## config.mk

```make
export PLATFORM = sky130hd
export DESIGN_NAME = dsca_ctrl
export DESIGN_NICKNAME = d
export VERILOG_FILES = /design/src/sv/dsca_pkg.sv /design/src/sv/dsca_ctrl.sv
export SDC_FILE = /design/constraint.sdc
export NUM_CORES = 1
export LEC_CHECK = 0
export BUFFER_PORTS_ARGS = -buffer_cell sky130_fd_sc_hd__buf_2
export CAP_MARGIN = 20
export CORE_AREA = 2 2 39 41
export CTS_CLUSTER_DIAMETER = 30
export CTS_CLUSTER_SIZE = 16
export DETAILED_ROUTE_END_ITERATION = 10
export DIE_AREA = 0 0 41 43
export GPL_TIMING_DRIVEN = 0
export PLACE_DENSITY = 0.71
export SETUP_SLACK_MARGIN = 0.4
export SYNTH_ARGS = -nofsm -noshare
export SYNTH_HDL_FRONTEND = slang
export SYNTH_SLANG_ARGS = --single-unit
```

## constraint.sdc

```tcl
create_clock -name clk -period 1.71 [get_ports clk]
set_clock_uncertainty 0.15 [all_clocks]
set_input_delay 0.171 -clock clk [delete_from_list [all_inputs] [get_ports clk]]
set_output_delay 0.171 -clock clk [all_outputs]
set_load 0.01 [all_outputs]
```

## src/sv/dsca_pkg.sv

```systemverilog
`timescale 1ns / 1ps
`default_nettype none
// ----------------------------------------------------------------------------
// dsca_pkg
// Shared codes and command/status types for the deadline split allocator.
// ----------------------------------------------------------------------------
package dsca_pkg;

    localparam logic [1:0] OP_BEGIN = 2'd0;
    localparam logic [1:0] OP_TASK  = 2'd1;
    localparam logic [1:0] OP_TICK  = 2'd2;

    localparam logic [3:0] ST_PLACED = 4'd0;
    localparam logic [3:0] ST_SPLIT1 = 4'd1;
    localparam logic [3:0] ST_SPLIT2 = 4'd2;
    localparam logic [3:0] ST_ZERO   = 4'd3;
    localparam logic [3:0] ST_DLEQ   = 4'd4;
    localparam logic [3:0] ST_NOCPU  = 4'd5;
    localparam logic [3:0] ST_LATE   = 4'd6;
    localparam logic [3:0] ST_REST   = 4'd7;
    localparam logic [3:0] ST_FULL   = 4'd8;
    localparam logic [3:0] ST_RUN    = 4'd9;
    localparam logic [3:0] ST_IDLE   = 4'd10;
    localparam logic [3:0] ST_BEGIN  = 4'd11;

    // controller -> datapath
    typedef struct packed {
        logic load;      // capture input beat, clamp cpu count
        logic do_begin;  // clear queues, set times
        logic rd_cur;    // read head entry of scan cpu
        logic tick_upd;  // decrement/pop head of scan cpu
        logic tick_rep;  // emit report of scan cpu
        logic task_a;    // classify task, push first piece, emit
        logic task_b;    // push rest piece, emit
        logic scan_clr;  // scan cpu to zero
        logic scan_inc;  // advance scan cpu
    } dsca_cmd_t;

    // datapath -> controller
    typedef struct packed {
        logic [1:0] opcode;
        logic       scan_last;  // scan cpu is final cpu in use
        logic       split;      // current task is a successful split
    } dsca_sts_t;

endpackage
`default_nettype wire

```

## src/sv/dsca_ctrl.sv

```systemverilog
`timescale 1ns / 1ps
`default_nettype none
// ----------------------------------------------------------------------------
// dsca_ctrl
// Sequencer: accepts beats, steps datapath, presents result beats.
// ----------------------------------------------------------------------------
module dsca_ctrl (
    input  wire logic                clk,
    input  wire logic                rst_n,
    input  wire logic                in_valid,
    output logic                     in_stall,
    output logic                     out_valid,
    input  wire logic                out_stall,
    input  wire dsca_pkg::dsca_sts_t sts,
    output dsca_pkg::dsca_cmd_t      cmd
);
    localparam logic [2:0] S_IDLE  = 3'd0;
    localparam logic [2:0] S_DEC   = 3'd1;
    localparam logic [2:0] S_RD    = 3'd2;
    localparam logic [2:0] S_UPD   = 3'd3;
    localparam logic [2:0] S_REP   = 3'd4;
    localparam logic [2:0] S_OUT   = 3'd5;

    logic [2:0] state_reg, state_next;
    logic       ov_reg, ov_next;
    logic [1:0] after_reg, after_next;   // 0 done, 1 task_b, 2 next report
    logic       pass_reg, pass_next;     // tick: 0 update pass, 1 report pass

    localparam logic [1:0] A_DONE = 2'd0;
    localparam logic [1:0] A_B    = 2'd1;
    localparam logic [1:0] A_REP  = 2'd2;

    logic out_take;
    assign out_take = ov_reg && !out_stall;
    assign in_stall  = state_reg != S_IDLE;
    assign out_valid = ov_reg;

    always_comb
    begin
        cmd = '0;
        state_next = state_reg;
        ov_next = out_take ? 1'b0 : ov_reg;
        after_next = after_reg;
        pass_next = pass_reg;
        unique case (state_reg)
            S_IDLE:
            begin
                if (in_valid)
                begin
                    cmd.load = 1'b1;
                    state_next = S_DEC;
                end
            end
            S_DEC:
            begin
                if (!ov_reg || out_take)
                begin
                    case (sts.opcode)
                        dsca_pkg::OP_BEGIN:
                        begin
                            cmd.do_begin = 1'b1; ov_next = 1'b1;
                            after_next = A_DONE; state_next = S_OUT;
                        end
                        dsca_pkg::OP_TASK:
                        begin
                            cmd.task_a = 1'b1; ov_next = 1'b1;
                            after_next = sts.split ? A_B : A_DONE;
                            state_next = S_OUT;
                        end
                        dsca_pkg::OP_TICK:
                        begin
                            cmd.scan_clr = 1'b1; pass_next = 1'b0;
                            state_next = S_RD;
                        end
                        default: state_next = S_IDLE;
                    endcase
                end
            end
            S_RD:
            begin
                cmd.rd_cur = 1'b1;
                state_next = pass_reg ? S_REP : S_UPD;
            end
            S_UPD:
            begin
                cmd.tick_upd = 1'b1;
                if (sts.scan_last)
                begin
                    cmd.scan_clr = 1'b1; pass_next = 1'b1;
                end
                else
                    cmd.scan_inc = 1'b1;
                state_next = S_RD;
            end
            S_REP:
            begin
                if (!ov_reg || out_take)
                begin
                    cmd.tick_rep = 1'b1; ov_next = 1'b1;
                    after_next = sts.scan_last ? A_DONE : A_REP;
                    state_next = S_OUT;
                end
            end
            S_OUT:
            begin
                if (out_take)
                begin
                    unique case (after_reg)
                        A_B:
                        begin
                            cmd.task_b = 1'b1; ov_next = 1'b1;
                            after_next = A_DONE;
                        end
                        A_REP:
                        begin
                            cmd.scan_inc = 1'b1; state_next = S_RD;
                        end
                        default: state_next = S_IDLE;
                    endcase
                end
            end
            default: state_next = S_IDLE;
        endcase
    end

    always_ff @(posedge clk or negedge rst_n)
    begin
        if (!rst_n)
        begin
            state_reg <= S_IDLE;
            ov_reg    <= 1'b0;
            after_reg <= A_DONE;
            pass_reg  <= 1'b0;
        end
        else
        begin
            state_reg <= state_next;
            ov_reg    <= ov_next;
            after_reg <= after_next;
            pass_reg  <= pass_next;
        end
    end

    a_stall_holds: assert property (@(posedge clk) disable iff (!rst_n)
        (ov_reg && out_stall) |=> ov_reg)
        else $error("result beat dropped under stall");
    a_busy_stall: assert property (@(posedge clk) disable iff (!rst_n)
        (state_reg != S_IDLE) |-> in_stall)
        else $error("input taken while busy");
    a_out_only_done: assert property (@(posedge clk) disable iff (!rst_n)
        (state_reg == S_OUT) |-> ov_reg)
        else $error("output state without result");
endmodule
`default_nettype wire
```

# --- Word level (Yosys, flattened, before mapping) ---
# Index checks and enable logic that the tools add are counted.
word_totals:
  output_inout_bits: 11
  ff_bits: 7
classes:
  n_eq_ne: 18
  n_reduce_logical: 13
  n_mux: 50
ops:
  columns: ["operator", "n"]
  rows:
  - ["two-way mux 1 bit", 31]
  - ["case mux 3 bit (6 select lines)", 1]
  - ["two-way mux 3 bit", 5]
  - ["!= test 2 bit, second input constant", 7]
  - ["case mux 3 bit (2 select lines)", 2]
  - ["two-way mux 2 bit", 5]
  - ["== test 3 x 2 -> 1 bit, second input constant", 2]
  - ["== test 3 bit, second input constant", 2]
  - ["case mux 1 bit (2 select lines)", 3]
  - ["case mux 2 bit (3 select lines)", 1]
  - ["AND reduction 6 bit", 1]
  - ["nonzero test 3 bit", 2]
  - ["AND reduction 5 bit", 1]
  - ["== test 2 x 1 -> 1 bit, second input constant", 2]
  - ["== test 2 bit, second input constant", 2]
  - ["case mux 2 bit (2 select lines)", 1]
  - ["AND reduction 4 bit", 1]
  - ["== test 3 x 1 -> 1 bit, second input constant", 1]
  - ["logical NOT 3 bit", 1]
  - ["!= test 3 x 1 -> 1 bit, second input constant", 1]
  - ["case mux 1 bit (3 select lines)", 1]
  - ["logical NOT 1 bit", 2]
  - ["logical NOT 2 bit", 1]
  - ["!= test 2 x 1 -> 1 bit, second input constant", 1]
  - ["other kinds (4)", 4]

# --- Depth between registers and ports, before layout ---
depth:
  ltp_word: 6
  mapped_depth: 6

# --- Worst setup path before layout ---
# OpenSTA, ideal clock, no wires.
synth_path:
  path_type: "register to output"
  startpoint: "reg ov_reg, in the netlist out_valid"
  endpoint: "out cmd[3] (netlist bit)"
  n_path_buf: 0
  t_required_ps: 1389
  t_arrival_ps: 1241
  path_slack_ps: 148
  path_stages_with_launch: 4
  path_cell_list: "dfrtp_1 > and2_1 > or3_4 > nor3_1"
synth_lines:
  columns: ["element", "line_no", "source"]
  rows:
  - ["from (decl)", "dsca_ctrl.sv:25", "logic ov_reg, ov_next;"]
  - ["from (signal assigned)", "dsca_ctrl.sv:138", "ov_reg <= ov_next;"]
  - ["to (decl)", "dsca_ctrl.sv:15", "output dsca_pkg::dsca_cmd_t cmd"]

==> results_dict.tcl <==
set metrics [dict create \
    outcome "finished with violations" \
    failed_checks "negative setup slack" \
    io_buffer_count 18 \
    finalSetupViolations 7 \
    grt_setup_unrepaired "yes" \
    hold_end "after_reg[0]" \
    grt_pass1_wl_um 2820 \
    r2r_cells 6 \
    synth_edf_count 0 \
    synth.largest_area_cell "dfrtp_1" \
    required_ps 1390 \
    fillers 80 \
    final_common_cell "buf_6" \
    period_minus_slack_ps 1850 \
    die_w_um 41 \
    cts-buffers-inserted 3 \
    antennaDiodeCount 0 \
    critical_path_class "flip-flop to primary output" \
    synth.distinct_cells 33 \
    arrival_ps 1530 \
    yosys-top-cells-area "dfrtp_1 30%, nand2b_1 6.4%, nor3_1 4.3%" \
    fp-row-count 14 \
    final_layout_size_suffix_gt1_share_pct 68.2 \
    synthArstFlopShare_pct 100 \
    htreeDepth 1 \
    cp_max_fo 10 \
    wl_um 2050 \
    synth_top_area_share_pct 30.0 \
    placed_area_um2 739 \
    dieArea_um2 1760 \
    initial_utilization_pct 42.2 \
    post-route-period-util_pct 108 \
    routabilityCongestion 0.783 \
    rrSetupSlack_ps -50 \
    synth_seq_cells 7 \
    area_growth_pct 88.9 \
    drv_slew 0 \
    setup_tns_ps -565 \
    timing.rr.end "state_reg[2]" \
    drv_cap 0 \
    syn_nets 74 \
    grt_max_degree 11 \
    vdd_drop_max_mv 1.21 \
    avgRoutedWirePerCell_um 16.7 \
    yosysWarnings 0 \
    crit_start "state_reg[1]" \
    maxSlewHeadroom_pct 84.1 \
    syn-cell-area_um2 584 \
    hpwlAfterDp_um 995 \
    stdcell_count 123 \
    hold_start "sts[0]" \
    cts-root-buf "clkbuf_4" \
    vias 679 \
    nets 116 \
    synth_flop_cell "dfrtp_1" \
    leakage_nw 0.512 \
    dp.cells 100 \
    preCtsSetupSlack_ps 103 \
    routed_via_density 5.52 \
    grt_usage_pct 24.1 \
    synth-seq-area-share_pct 30.0 \
    cts_tree "yes" \
    worst_pin_slew_ps 237 \
    largest_reg_flops 3 \
    grt_remaining_overflow 0 \
    clock-sinks 7 \
    setup_slack_ps -143 \
    drc_errors 0 \
    fmax_ghz 0.540 \
    avgSynthCellArea_um2 8.85 \
    powerDensity_nw_per_um2 1930 \
    ant_nets 0 \
    layout_common_cells "18 x buf_6, 12 x buf_2, 10 x buf_4" \
    ios 19 \
    grt_pass1_vias 638 \
    power_mw 2.13 \
    drt_iter0_drc 14 \
    hold_path_class "primary input to flip-flop" \
    core_um2 1380 \
    clockBufferDepth 2 \
    clk_pin_slew_worst_paths_ps 50 \
    end_kind "primary output" \
    drtPass1Iterations 4 \
    insertion_delay_ps 240 \
    synthCells 66 \
    antenna_found_initial 0 \
    fin_area_um2 1100 \
    die_h_um 43 \
    reg2reg_from "state_reg[2]" \
    worstSetupStartpointType "flip-flop" \
    hold_depth 3 \
    finalHoldViolCount 0 \
]
==> cells in the mapped netlist, types with 2 or more instances <==
cell / instances
inv_1: 4
o32ai_1: 2
o21ai_0: 4
nor3_1: 5
nor2b_1: 3
nand2_1: 2
nand4b_1: 2
nor2_1: 3
nand2b_1: 6
buf_2: 3
a211o_1: 2
dfrtp_1: 7
a21oi_1: 3
==> cells by family (layout without fill, tap and decap cells) <==
group | after synthesis | count (layout) | synth area share (%)
simple gates | 30 | 30 | 36.0
flops | 7 | 7 | 30.0
compound gates | 17 | 17 | 21.4
mux | 2 | 2 | 3.64
buf+inv | 10 | 51 | 8.99
==> power breakdown <==
group,internal (mW),total [mW],switching (mW)
clock,0.0886,0.143,0.0544
combinational,0.924,1.65,0.730
sequential,0.250,0.330,0.0802
==> routing by layer <==
layer  part of all wire (%)  vias up  GRT usage, %  wire length, um
li1                       -      322             -                -
met1                     45      329          30.2              922
met2                     48       22          35.6              987
met3                    4.8        6          5.24               99
met4                    2.1        0          15.3               44
met5                      0        -             0                0
==> how the worst max path moves through the flow <==
stage	end	cells past startpoint
2_1_floorplan	pass_reg	4
3_3_place_gp	cmd[1]	5
3_5_place_dp	cmd[1]	5
4_1_cts	cmd[1]	5
5_1_grt	cmd[0]	4
6_report	cmd[0]	4
==> final cells by class <==
cell class	instances	area [um2]	area share, %
multi-input combinational	49	495	44.9
inverter	5	21.3	1.93
sequential	7	178	16.1
timing repair buffer	37	310	28.1
clock buffer	4	26.3	2.38
tap	16	20.0	1.81
buffer	5	52.6	4.76
==> critical path, cell delays in order, from the launching register on <==
cell and delay (ps):
dfrtp_1 370, buf_4 180, nand4b_1 270, o32ai_2 270, buf_2 190
==> timing repair <==
action / in CTS / in global routing
pin swaps: 8 / 15
gates resized for setup: 23 / 23
setup endpoints to repair: 17 / 17
endpoints found under the hold margin: 7 / 0
hold buffers: 1 / 0
setup buffers: 11 / 7
==> through the flow <==
step / utilization [%] / hold WS (ps)
detailed placement: 53.4 / -142
global placement: 53.4 / -144
global route: 79.7 / 58.8
floorplan: - / -275
finish: 79.7 / 81.0
CTS: 69.3 / 65.2
(Power assumes the default switching activity.)
